**config.mk**
```make
export PLATFORM = sky130hd
export DESIGN_NAME = bencode_stream_tokenizer_core
export DESIGN_NICKNAME = d
export VERILOG_FILES = /design/src/rtl/bst_pkg.sv /design/src/rtl/bencode_stream_tokenizer_core.sv /design/src/rtl/bst_stack.sv /design/src/rtl/bst_parser.sv
export SDC_FILE = /design/constraint.sdc
export NUM_CORES = 1
export LEC_CHECK = 0
export BUFFER_PORTS_ARGS = -buffer_cell sky130_fd_sc_hd__buf_2
export CORE_MARGIN = 5
export CORE_UTILIZATION = 50
export CTS_CLUSTER_DIAMETER = 100
export CTS_CLUSTER_SIZE = 14
export DETAILED_ROUTE_END_ITERATION = 8
export GPL_TIMING_DRIVEN = 0
export PLACE_DENSITY_LB_ADDON = 0.05
export SKIP_LAST_GASP = 1
export SLEW_MARGIN = 15
export SYNTH_ARGS = -nofsm -noshare
export SYNTH_HDL_FRONTEND = slang
export SYNTH_SLANG_ARGS = --single-unit
```
**constraint.sdc**
```tcl
create_clock -name aclk -period 23.7 [get_ports aclk]
set_input_delay 1.185 -clock aclk [delete_from_list [all_inputs] [get_ports aclk]]
set_output_delay 1.185 -clock aclk [all_outputs]
set_load 0.02 [all_outputs]
```
**src/rtl/bst_pkg.sv**
```systemverilog
// Shared types, codes and constants of the bencode stream tokenizer.
`default_nettype none

package bst_pkg;

    // Sizing
    localparam int MAX_DEPTH   = 32;
    localparam int LENGTH_BITS = 32;
    localparam int DEPTH_W     = $clog2(MAX_DEPTH + 1);
    localparam int STACK_AW    = (MAX_DEPTH > 1) ? $clog2(MAX_DEPTH) : 1;

    // Port field widths
    localparam int INT_W    = 64;
    localparam int STRLEN_W = 32;
    localparam int NEST_W   = 6;

    // Characters of the bencode grammar
    localparam logic [7:0] CH_I     = 8'h69;
    localparam logic [7:0] CH_L     = 8'h6c;
    localparam logic [7:0] CH_D     = 8'h64;
    localparam logic [7:0] CH_E     = 8'h65;
    localparam logic [7:0] CH_COLON = 8'h3a;
    localparam logic [7:0] CH_MINUS = 8'h2d;
    localparam logic [7:0] CH_0     = 8'h30;
    localparam logic [7:0] CH_9     = 8'h39;

    typedef enum logic [1:0] {
        MODE_VALUE = 2'd0,
        MODE_INT   = 2'd1,
        MODE_LEN   = 2'd2,
        MODE_DATA  = 2'd3
    } mode_t;

    typedef enum logic [1:0] {
        KIND_NONE = 2'd0,
        KIND_LIST = 2'd1,
        KIND_DKEY = 2'd2,
        KIND_DVAL = 2'd3
    } kind_t;

    typedef enum logic [1:0] {
        DIGS_NONE = 2'd0,
        DIGS_NZ   = 2'd1,
        DIGS_ZERO = 2'd2
    } digs_t;

    typedef enum logic [2:0] {
        TOK_INT     = 3'd0,
        TOK_STR_HDR = 3'd1,
        TOK_STR_BYTE = 3'd2,
        TOK_LIST    = 3'd3,
        TOK_DICT    = 3'd4,
        TOK_CLOSE   = 3'd5,
        TOK_ERROR   = 3'd6
    } token_t;

    typedef enum logic [3:0] {
        ERR_NONE       = 4'd0,
        ERR_BAD_TYPE   = 4'd1,
        ERR_MINUS      = 4'd2,
        ERR_LEAD_ZERO  = 4'd3,
        ERR_MINUS_ZERO = 4'd4,
        ERR_INT_CHAR   = 4'd5,
        ERR_INT_RANGE  = 4'd6,
        ERR_LEN_CHAR   = 4'd7,
        ERR_TOO_DEEP   = 4'd8,
        ERR_LEN_OVF    = 4'd9
    } err_t;

    typedef struct packed {
        token_t                    kind;
        logic signed [INT_W-1:0]   int_value;
        logic [STRLEN_W-1:0]       string_length;
        logic [7:0]                payload_byte;
        logic                      last;
        logic                      key;
        logic [NEST_W-1:0]         nest;
        err_t                      err;
    } result_t;

    // Parser -> stack: top-of-stack update, spill of old top on push, read of entry below
    typedef struct packed {
        logic                top_we;
        kind_t               top_kind;
        logic                below_we;
        logic [STACK_AW-1:0] below_addr;
        kind_t               below_kind;
        logic [STACK_AW-1:0] rd_addr;
    } stack_ctrl_t;

    // Dict alternates key/value once a value completes
    function automatic kind_t kind_flip(kind_t k);
        kind_t r;
        case (k)
            KIND_DKEY: r = KIND_DVAL;
            KIND_DVAL: r = KIND_DKEY;
            default:   r = k;
        endcase
        return r;
    endfunction

endpackage

`default_nettype wire

```
**src/rtl/bencode_stream_tokenizer_core.sv**
```systemverilog
// Top level of the bencode stream tokenizer: input word register, parser, result register.
//
//  channel | dir | handshake         | word contents
//  s_      | in  | s_valid/s_ready   | s_data_byte: one raw byte of the bencoded stream
//  m_      | out | m_valid/m_ready   | one token: kind, integer, length, data byte, flags,
//          |     |                   | nesting level, error code
//
// Throughput is one byte per cycle while the result register is free or draining. A byte
// passes the input word register and then the result register before its token reaches m_.
// A byte is registered, then parsed against the state registers once the result register is
// free or draining, and its token (if any) lands in the result register.
// Reset (aresetn, synchronous, low) returns to top level with an empty stack; no
// clearing pass is needed since the stack is only read below the tracked depth.
// When m_ready holds low with a token waiting, the registered byte waits too and s_ready
// drops once that register is full; bytes that yield no token still move when m_ is free.
`default_nettype none

module bencode_stream_tokenizer_core (
    input  wire logic                            aclk,
    input  wire logic                            aresetn,

    input  wire logic                            s_valid,
    output logic                                 s_ready,
    input  wire logic [7:0]                      s_data_byte,

    output logic                                 m_valid,
    input  wire logic                            m_ready,
    output logic [2:0]                           m_token_kind,
    output logic signed [bst_pkg::INT_W-1:0]     m_int_value,
    output logic [bst_pkg::STRLEN_W-1:0]         m_string_length,
    output logic [7:0]                           m_payload_byte,
    output logic                                 m_last_of_string,
    output logic                                 m_is_dict_key,
    output logic [bst_pkg::NEST_W-1:0]           m_nest_level,
    output logic [3:0]                           m_error_code
);
    import bst_pkg::*;

    // Input word register
    logic        in_valid_reg;
    logic [7:0]  in_byte_reg;

    // Result register
    logic        out_valid_reg;
    result_t     out_reg;

    logic        fire;
    logic        emit;
    result_t     res;
    stack_ctrl_t stk;
    kind_t       top_kind;
    kind_t       under_kind;

    // Parse step runs when a byte is held and the result slot is free or draining
    assign fire    = in_valid_reg && (!out_valid_reg || m_ready);
    assign s_ready = !in_valid_reg || fire;

    always_ff @(posedge aclk) begin
        if (!aresetn) begin
            in_valid_reg <= 1'b0;
        end else if (s_valid && s_ready) begin
            in_valid_reg <= 1'b1;
        end else if (fire) begin
            in_valid_reg <= 1'b0;
        end
    end

    always_ff @(posedge aclk) begin
        if (s_valid && s_ready) begin
            in_byte_reg <= s_data_byte;
        end
    end

    always_ff @(posedge aclk) begin
        if (!aresetn) begin
            out_valid_reg <= 1'b0;
        end else if (emit) begin
            out_valid_reg <= 1'b1;
        end else if (m_ready) begin
            out_valid_reg <= 1'b0;
        end
    end

    always_ff @(posedge aclk) begin
        if (emit) begin
            out_reg <= res;
        end
    end

    bst_parser u_parser (
        .aclk       (aclk),
        .aresetn    (aresetn),
        .step       (fire),
        .data_byte  (in_byte_reg),
        .top_kind   (top_kind),
        .under_kind (under_kind),
        .stk        (stk),
        .emit       (emit),
        .res        (res)
    );

    bst_stack u_stack (
        .aclk       (aclk),
        .ctrl       (stk),
        .top_kind   (top_kind),
        .under_kind (under_kind)
    );

    assign m_valid          = out_valid_reg;
    assign m_token_kind     = out_reg.kind;
    assign m_int_value      = out_reg.int_value;
    assign m_string_length  = out_reg.string_length;
    assign m_payload_byte   = out_reg.payload_byte;
    assign m_last_of_string = out_reg.last;
    assign m_is_dict_key    = out_reg.key;
    assign m_nest_level     = out_reg.nest;
    assign m_error_code     = out_reg.err;

endmodule

`default_nettype wire

```
**src/rtl/bst_stack.sv**
```systemverilog
// Container kind stack: registered top entry plus array of entries beneath it.
`default_nettype none

module bst_stack (
    input  wire logic                 aclk,
    input  wire bst_pkg::stack_ctrl_t ctrl,
    output bst_pkg::kind_t            top_kind,
    output bst_pkg::kind_t            under_kind
);
    import bst_pkg::*;

    kind_t top_reg;
    kind_t below_reg [MAX_DEPTH];

    // Contents are undefined until written; depth tracking guards every read.
    always_ff @(posedge aclk) begin
        if (ctrl.top_we) begin
            top_reg <= ctrl.top_kind;
        end
        if (ctrl.below_we) begin
            below_reg[ctrl.below_addr] <= ctrl.below_kind;
        end
    end

    assign top_kind   = top_reg;
    assign under_kind = below_reg[ctrl.rd_addr];

endmodule

`default_nettype wire

```
**src/rtl/bst_parser.sv**
```systemverilog
// Tokenizer state machine: consumes one byte per step, yields at most one token.
`default_nettype none

module bst_parser (
    input  wire logic                  aclk,
    input  wire logic                  aresetn,
    input  wire logic                  step,
    input  wire logic [7:0]            data_byte,
    input  wire bst_pkg::kind_t        top_kind,
    input  wire bst_pkg::kind_t        under_kind,
    output bst_pkg::stack_ctrl_t       stk,
    output logic                       emit,
    output bst_pkg::result_t           res
);
    import bst_pkg::*;

    mode_t                  mode_reg,  mode_next;
    logic [INT_W-1:0]       mag_reg,   mag_next;
    logic                   neg_reg,   neg_next;
    digs_t                  digs_reg,  digs_next;
    logic [LENGTH_BITS-1:0] len_reg,   len_next;
    logic [LENGTH_BITS-1:0] rem_reg,   rem_next;
    logic                   key_reg,   key_next;
    logic [DEPTH_W-1:0]     depth_reg, depth_next;

    logic                   digit;
    logic [3:0]             dval;
    kind_t                  k_cur;
    kind_t                  k_pop;
    logic [DEPTH_W-1:0]     depth_m1;
    logic [DEPTH_W-1:0]     depth_m2;
    logic [INT_W+3:0]       mag_prod;
    logic [LENGTH_BITS+3:0] len_prod;
    logic [LENGTH_BITS-1:0] rem_dec;
    logic                   int_over;
    logic                   fail_en;
    err_t                   fail_code;

    always_ff @(posedge aclk) begin
        if (!aresetn) begin
            mode_reg  <= MODE_VALUE;
            mag_reg   <= '0;
            neg_reg   <= 1'b0;
            digs_reg  <= DIGS_NONE;
            len_reg   <= '0;
            rem_reg   <= '0;
            key_reg   <= 1'b0;
            depth_reg <= '0;
        end else if (step) begin
            mode_reg  <= mode_next;
            mag_reg   <= mag_next;
            neg_reg   <= neg_next;
            digs_reg  <= digs_next;
            len_reg   <= len_next;
            rem_reg   <= rem_next;
            key_reg   <= key_next;
            depth_reg <= depth_next;
        end
    end

    // Datapath helpers: x*10+d as shift-add, overflow seen in the top nibble
    assign digit    = (data_byte inside {[CH_0:CH_9]});
    assign dval     = digit ? 4'(data_byte - CH_0) : 4'd0;
    assign depth_m1 = depth_reg - DEPTH_W'(1);
    assign depth_m2 = depth_reg - DEPTH_W'(2);
    assign k_cur    = (depth_reg == '0) ? KIND_NONE : top_kind;
    assign k_pop    = (depth_m1 == '0) ? KIND_NONE : under_kind;
    assign mag_prod = ({4'd0, mag_reg} << 3) + ({4'd0, mag_reg} << 1) + (INT_W+4)'(dval);
    assign len_prod = ({4'd0, len_reg} << 3) + ({4'd0, len_reg} << 1)
                    + (LENGTH_BITS+4)'(dval);
    assign rem_dec  = (rem_reg != '0) ? rem_reg - LENGTH_BITS'(1) : rem_reg;
    // Negative side may reach 2^63, positive side stops at 2^63-1
    assign int_over = neg_reg ? (mag_reg[INT_W-1] && (mag_reg[INT_W-2:0] != '0))
                              : mag_reg[INT_W-1];

    always_comb begin
        mode_next  = mode_reg;
        mag_next   = mag_reg;
        neg_next   = neg_reg;
        digs_next  = digs_reg;
        len_next   = len_reg;
        rem_next   = rem_reg;
        key_next   = key_reg;
        depth_next = depth_reg;
        fail_en    = 1'b0;
        fail_code  = ERR_NONE;
        emit       = 1'b0;
        res        = '0;
        res.kind   = TOK_INT;
        res.err    = ERR_NONE;
        stk            = '0;
        stk.top_kind   = KIND_NONE;
        stk.below_kind = KIND_NONE;
        stk.below_addr = depth_m1[STACK_AW-1:0];
        stk.rd_addr    = depth_m2[STACK_AW-1:0];

        case (mode_reg)
            MODE_INT: begin
                if (data_byte == CH_E) begin
                    if (digs_reg == DIGS_NONE || int_over) begin
                        fail_en   = 1'b1;
                        fail_code = ERR_INT_RANGE;
                    end else begin
                        emit          = 1'b1;
                        res.kind      = TOK_INT;
                        res.int_value = neg_reg ? -mag_reg : mag_reg;
                        mode_next     = MODE_VALUE;
                        key_next      = 1'b0;
                        stk.top_we    = 1'b1;
                        stk.top_kind  = kind_flip(k_cur);
                    end
                end else if (data_byte == CH_MINUS) begin
                    if (neg_reg || digs_reg != DIGS_NONE) begin
                        fail_en   = 1'b1;
                        fail_code = ERR_MINUS;
                    end else begin
                        neg_next = 1'b1;
                    end
                end else if (!digit) begin
                    fail_en   = 1'b1;
                    fail_code = ERR_INT_CHAR;
                end else if (digs_reg == DIGS_ZERO) begin
                    fail_en   = 1'b1;
                    fail_code = ERR_LEAD_ZERO;
                end else if (digs_reg == DIGS_NONE && neg_reg && dval == 4'd0) begin
                    fail_en   = 1'b1;
                    fail_code = ERR_MINUS_ZERO;
                end else begin
                    if (digs_reg == DIGS_NONE) begin
                        digs_next = (dval == 4'd0) ? DIGS_ZERO : DIGS_NZ;
                    end
                    // Saturate; range error is reported at the closing byte
                    mag_next = (mag_prod[INT_W+3:INT_W] != 4'd0) ? '1 : mag_prod[INT_W-1:0];
                end
            end
            MODE_LEN: begin
                if (data_byte == CH_COLON) begin
                    emit              = 1'b1;
                    res.kind          = TOK_STR_HDR;
                    res.string_length = STRLEN_W'(len_reg);
                    res.key           = key_reg;
                    if (len_reg == '0) begin
                        res.last     = 1'b1;
                        mode_next    = MODE_VALUE;
                        key_next     = 1'b0;
                        stk.top_we   = 1'b1;
                        stk.top_kind = kind_flip(k_cur);
                    end else begin
                        rem_next  = len_reg;
                        mode_next = MODE_DATA;
                    end
                end else if (!digit) begin
                    fail_en   = 1'b1;
                    fail_code = ERR_LEN_CHAR;
                end else if (len_prod[LENGTH_BITS+3:LENGTH_BITS] != 4'd0) begin
                    fail_en   = 1'b1;
                    fail_code = ERR_LEN_OVF;
                end else begin
                    len_next = len_prod[LENGTH_BITS-1:0];
                end
            end
            MODE_DATA: begin
                emit             = 1'b1;
                res.kind         = TOK_STR_BYTE;
                res.payload_byte = data_byte;
                res.key          = key_reg;
                rem_next         = rem_dec;
                res.last         = (rem_dec == '0);
                if (rem_dec == '0) begin
                    mode_next    = MODE_VALUE;
                    key_next     = 1'b0;
                    stk.top_we   = 1'b1;
                    stk.top_kind = kind_flip(k_cur);
                end
            end
            default: begin
                // Expecting a value, a dict key or a close
                mode_next = MODE_VALUE;
                if (data_byte == CH_E) begin
                    if (k_cur == KIND_LIST || k_cur == KIND_DKEY) begin
                        emit         = 1'b1;
                        res.kind     = TOK_CLOSE;
                        depth_next   = depth_m1;
                        key_next     = 1'b0;
                        stk.top_we   = 1'b1;
                        stk.top_kind = kind_flip(k_pop);
                    end else begin
                        fail_en   = 1'b1;
                        fail_code = ERR_BAD_TYPE;
                    end
                end else if (digit) begin
                    key_next  = (k_cur == KIND_DKEY);
                    len_next  = LENGTH_BITS'(dval);
                    mode_next = MODE_LEN;
                end else if (k_cur == KIND_DKEY) begin
                    fail_en   = 1'b1;
                    fail_code = ERR_LEN_CHAR;
                end else if (data_byte == CH_I) begin
                    mag_next  = '0;
                    neg_next  = 1'b0;
                    digs_next = DIGS_NONE;
                    mode_next = MODE_INT;
                end else if (data_byte == CH_L || data_byte == CH_D) begin
                    if (depth_reg >= DEPTH_W'(MAX_DEPTH)) begin
                        fail_en   = 1'b1;
                        fail_code = ERR_TOO_DEEP;
                    end else begin
                        emit       = 1'b1;
                        res.kind   = (data_byte == CH_L) ? TOK_LIST : TOK_DICT;
                        depth_next = depth_reg + DEPTH_W'(1);
                        // Spill old top below, new kind becomes top
                        stk.below_we   = (depth_reg != '0);
                        stk.below_kind = top_kind;
                        stk.top_we     = 1'b1;
                        stk.top_kind   = (data_byte == CH_L) ? KIND_LIST : KIND_DKEY;
                    end
                end else begin
                    fail_en   = 1'b1;
                    fail_code = ERR_BAD_TYPE;
                end
            end
        endcase

        if (fail_en) begin
            mode_next      = MODE_VALUE;
            mag_next       = '0;
            neg_next       = 1'b0;
            digs_next      = DIGS_NONE;
            len_next       = '0;
            rem_next       = '0;
            key_next       = 1'b0;
            depth_next     = '0;
            stk.top_we     = 1'b0;
            stk.below_we   = 1'b0;
            emit           = 1'b1;
            res            = '0;
            res.kind       = TOK_ERROR;
            res.err        = fail_code;
        end

        if (!step) begin
            stk.top_we   = 1'b0;
            stk.below_we = 1'b0;
            emit         = 1'b0;
        end

        res.nest = NEST_W'(depth_next);
    end

endmodule

`default_nettype wire

```
==> flow_metrics.py <==
metrics = {
    "outcome": {
        "status": "finished, final reports clean",
    },
    "detailed_routing": {
        "wl_mm": 67.4,
        "routedWlPerCell_um": 20.8,
        "drtIter0Drc": 1618,
        "vias_per_cell": 6.06,
        "first_pass_iters": 6,
        "vias": 19700,
        "drtAntennaViolNets": 0,
        "route.detailed.drc": 0,
    },
    "logic_synthesis": {
        "yosys.area_share.adder_pct": 11.5,
        "syn_area_per_cell_um2": 9.34,
        "syn_nets": 2681,
        "synth_area_um2": 23000,
        "synthMuxAreaShare_pct": 2.94,
        "postSynthCellCount": 2459,
        "yosys.area_share.simple_pct": 17.6,
        "synth_xor_xnor_area_share_pct": 6.41,
        "ys_async_sr_fraction_pct": 0,
        "netlist.area_leader.share_pct": 25.2,
        "synth_flop_cell": "edfxtp_1",
        "ys_types": 94,
        "synth_seq_cells": 335,
        "synth-edff-count": 193,
        "ys_warn_count": 0,
        "yosysSeqAreaShare_pct": 37.6,
        "yosys-top-cells-area": "edfxtp_1 (25%), dfxtp_1 (12%), ha_1 (11%)",
        "synth_compound_area_share_pct": 20.5,
        "synth_top_family_by_area": "compound AO/OA/AOI/OAI gates",
        "synth_top_area_cell": "edfxtp_1",
    },
    "floorplan": {
        "fp.dieH_um": 224,
        "ioPinCount": 133,
        "die_x_um": 224,
        "core_area_um2": 45400,
        "rows": 78,
        "die_area_um2": 50300,
        "initial_core_util_pct": 50.6,
    },
    "finish": {
        "final_cell_mix": "nor2_1 (265), ha_1 (208), edfxtp_1 (193)",
        "nets": 2846,
        "drive_above_1_share_pct": 9.87,
        "diodes": 0,
        "final_util_pct": 55.6,
        "syn_to_final_growth_pct": 9.94,
        "layout_commonest_cell": "nor2_1",
        "final_cells": 3244,
    },
    "grt": {
        "grt_pass1_wl_mm": 106,
        "track_usage_pct": 26.0,
        "grt_pass1_vias": 19000,
        "grt_max_degree": 35,
        "antenna_found_initial": 0,
        "grt_overflow": 0,
    },
    "worst_hold_path": {
        "hold_path.class": "flip-flop to flip-flop",
    },
    "power_and_ir_drop": {
        "power.density_nw_per_um2": 43.3,
        "intPower_w": 0.000842,
        "irDropWorstVdd_uv": 64.8,
        "clock_power_share_pct": 39.6,
        "total_leakage_power_nw": 10.5,
        "swShare_pct": 23.0,
        "pwr-share-comb_pct": 3.8,
        "power_w": 0.00109,
        "p_sw_w": 0.000252,
        "p_seq_share_pct": 56.6,
    },
    "sta": {
        "worstMarginPinSlew_ns": 1.14,
        "slew_headroom_pct": 23.3,
        "fin_crit_sh_pct": 31.6,
        "min_period_ns": 7.49,
        "slew_viol_final": 0,
        "rsz0062_at_grt": "no",
        "timing.hold.ws_ns": 0.480,
        "max_freq_mhz": 134,
        "fin_skew_ns": 0.0224,
        "finalSetupViolations": 0,
        "hold_violations": 0,
        "setup_tns_ns": 0,
    },
    "cts": {
        "root_buffer": "clkbuf_16",
        "ctsHtreeMaxLevel": 1,
        "cts_sinks": 335,
        "insertion_delay_ns": 0.60,
        "cts.repair.resized": 0,
        "clk_pin_slew_ns": 0.08,
        "post-cts-setup-buffers": 0,
        "numCtsBuffers": 27,
        "cts.path.max_buffers": 3,
        "postCtsHoldBufs": 0,
        "cts_tree": "yes",
    },
    "worst_setup_path": {
        "cp_max_fo": 34,
        "startpoint_type": "flip-flop",
        "critical_path.endpoint_type": "flip-flop",
        "crit_type": "flip-flop to flip-flop",
        "cp.arrival_ns": 7.81,
        "required_ns": 24.03,
    },
    "placed_design": {
        "gp_congestion": 0.940,
        "hpwl_mm": 51.0,
        "portBuffers": 132,
        "dp.cells": 3195,
    },
    "flow_run": {
        "maxCapViolations": 0,
    },
}
per-stage QoR:
stage | worst slack [ns] | cell area, µm²
6_report | 16.21 | 25200
2_1_floorplan | 15.68 | 23000
3_3_place_gp | 12.92 | 24400
3_5_place_dp | 16.30 | 24500
5_1_grt | 15.81 | 25200
4_1_cts | 16.24 | 25200
routing by layer:
layer | GRT usage [%] | vias up | share of wire [%]
met5 | 0 | - | 0
met4 | 6.89 | 0 | 2.7
met3 | 3.72 | 106 | 6.5
met2 | 41.2 | 608 | 44
met1 | 37.5 | 9396 | 47
li1 | - | 9554 | -
power groups by stage:
stage / clock network [W] / registers [W] / logic, W
floorplan: 0 / 0.000639 / 0.0000173
global placement: 0 / 0.000634 / 0.0000385
detailed placement: 0 / 0.000632 / 0.0000412
CTS: 0.000444 / 0.000619 / 0.0000413
global route: 0.000467 / 0.000620 / 0.0000438
finish: 0.000434 / 0.000619 / 0.0000412
area by class of cell:
class / count / area [µm²]
Sequential cell: 335 / 8640
Clock inverter: 1 / 20.0
Clock buffer: 48 / 754
Fill cell: 4152 / 20100
Multi-Input combinational cell: 1929 / 13500
Inverter: 56 / 210
Buffer: 139 / 571
Tap cell: 600 / 751
Timing Repair Buffer: 136 / 756
path summary, 6_finish.rpt:
kind	slack, ns	end	startpoint	cells past startpoint
worst max-delay path	16.21	m_string_length[10]	in_byte_reg[6]	20
worst min-delay path	0.48	u_parser.key_reg	u_parser.key_reg	2
worst max register to register	16.21	m_string_length[10]	in_byte_reg[6]	20
worst min register to register	0.48	u_parser.key_reg	u_parser.key_reg	2
kinds of logic (layout without fill, tap and decap cells):
logic type | count (synthesis) | count (layout)
buf+inv | 195 | 380
xor+xnor | 168 | 168
mux | 42 | 42
fa+ha+maj | 210 | 210
flops | 335 | 335
simple gates | 818 | 818
compound gates | 691 | 691
synth_stat cells, types with 64 or more instances:
| cell | instances |
|---|---|
| edfxtp_1 | 193 |
| clkbuf_1 | 105 |
| ha_1 | 208 |
| o21ai_0 | 131 |
| nand3_1 | 94 |
| o2bb2ai_1 | 64 |
| dfxtp_1 | 142 |
| xnor2_1 | 68 |
| a21oi_1 | 161 |
| xor2_1 | 100 |
| nand2_1 | 162 |
| nor2_1 | 265 |
critical path, stage by stage, from the launching register on:
cell	delay, ns
edfxtp_1	0.44
nor4bb_1	0.57
and2_1	0.27
clkbuf_1	0.43
nand2_1	0.25
xnor2_1	0.19
ha_1	0.33
fa_1	0.49
a211oi_1	0.23
o21ai_0	0.19
o31a_1	0.36
a211o_1	0.35
a311oi_1	0.40
a21oi_1	0.07
a211oi_1	0.76
a21oi_2	0.30
buf_2	0.28
buf_2	0.23
o31a_2	0.59
buf_12	0.25
buf_12	0.19
Note: power is estimated with default switching activity, not from simulation.
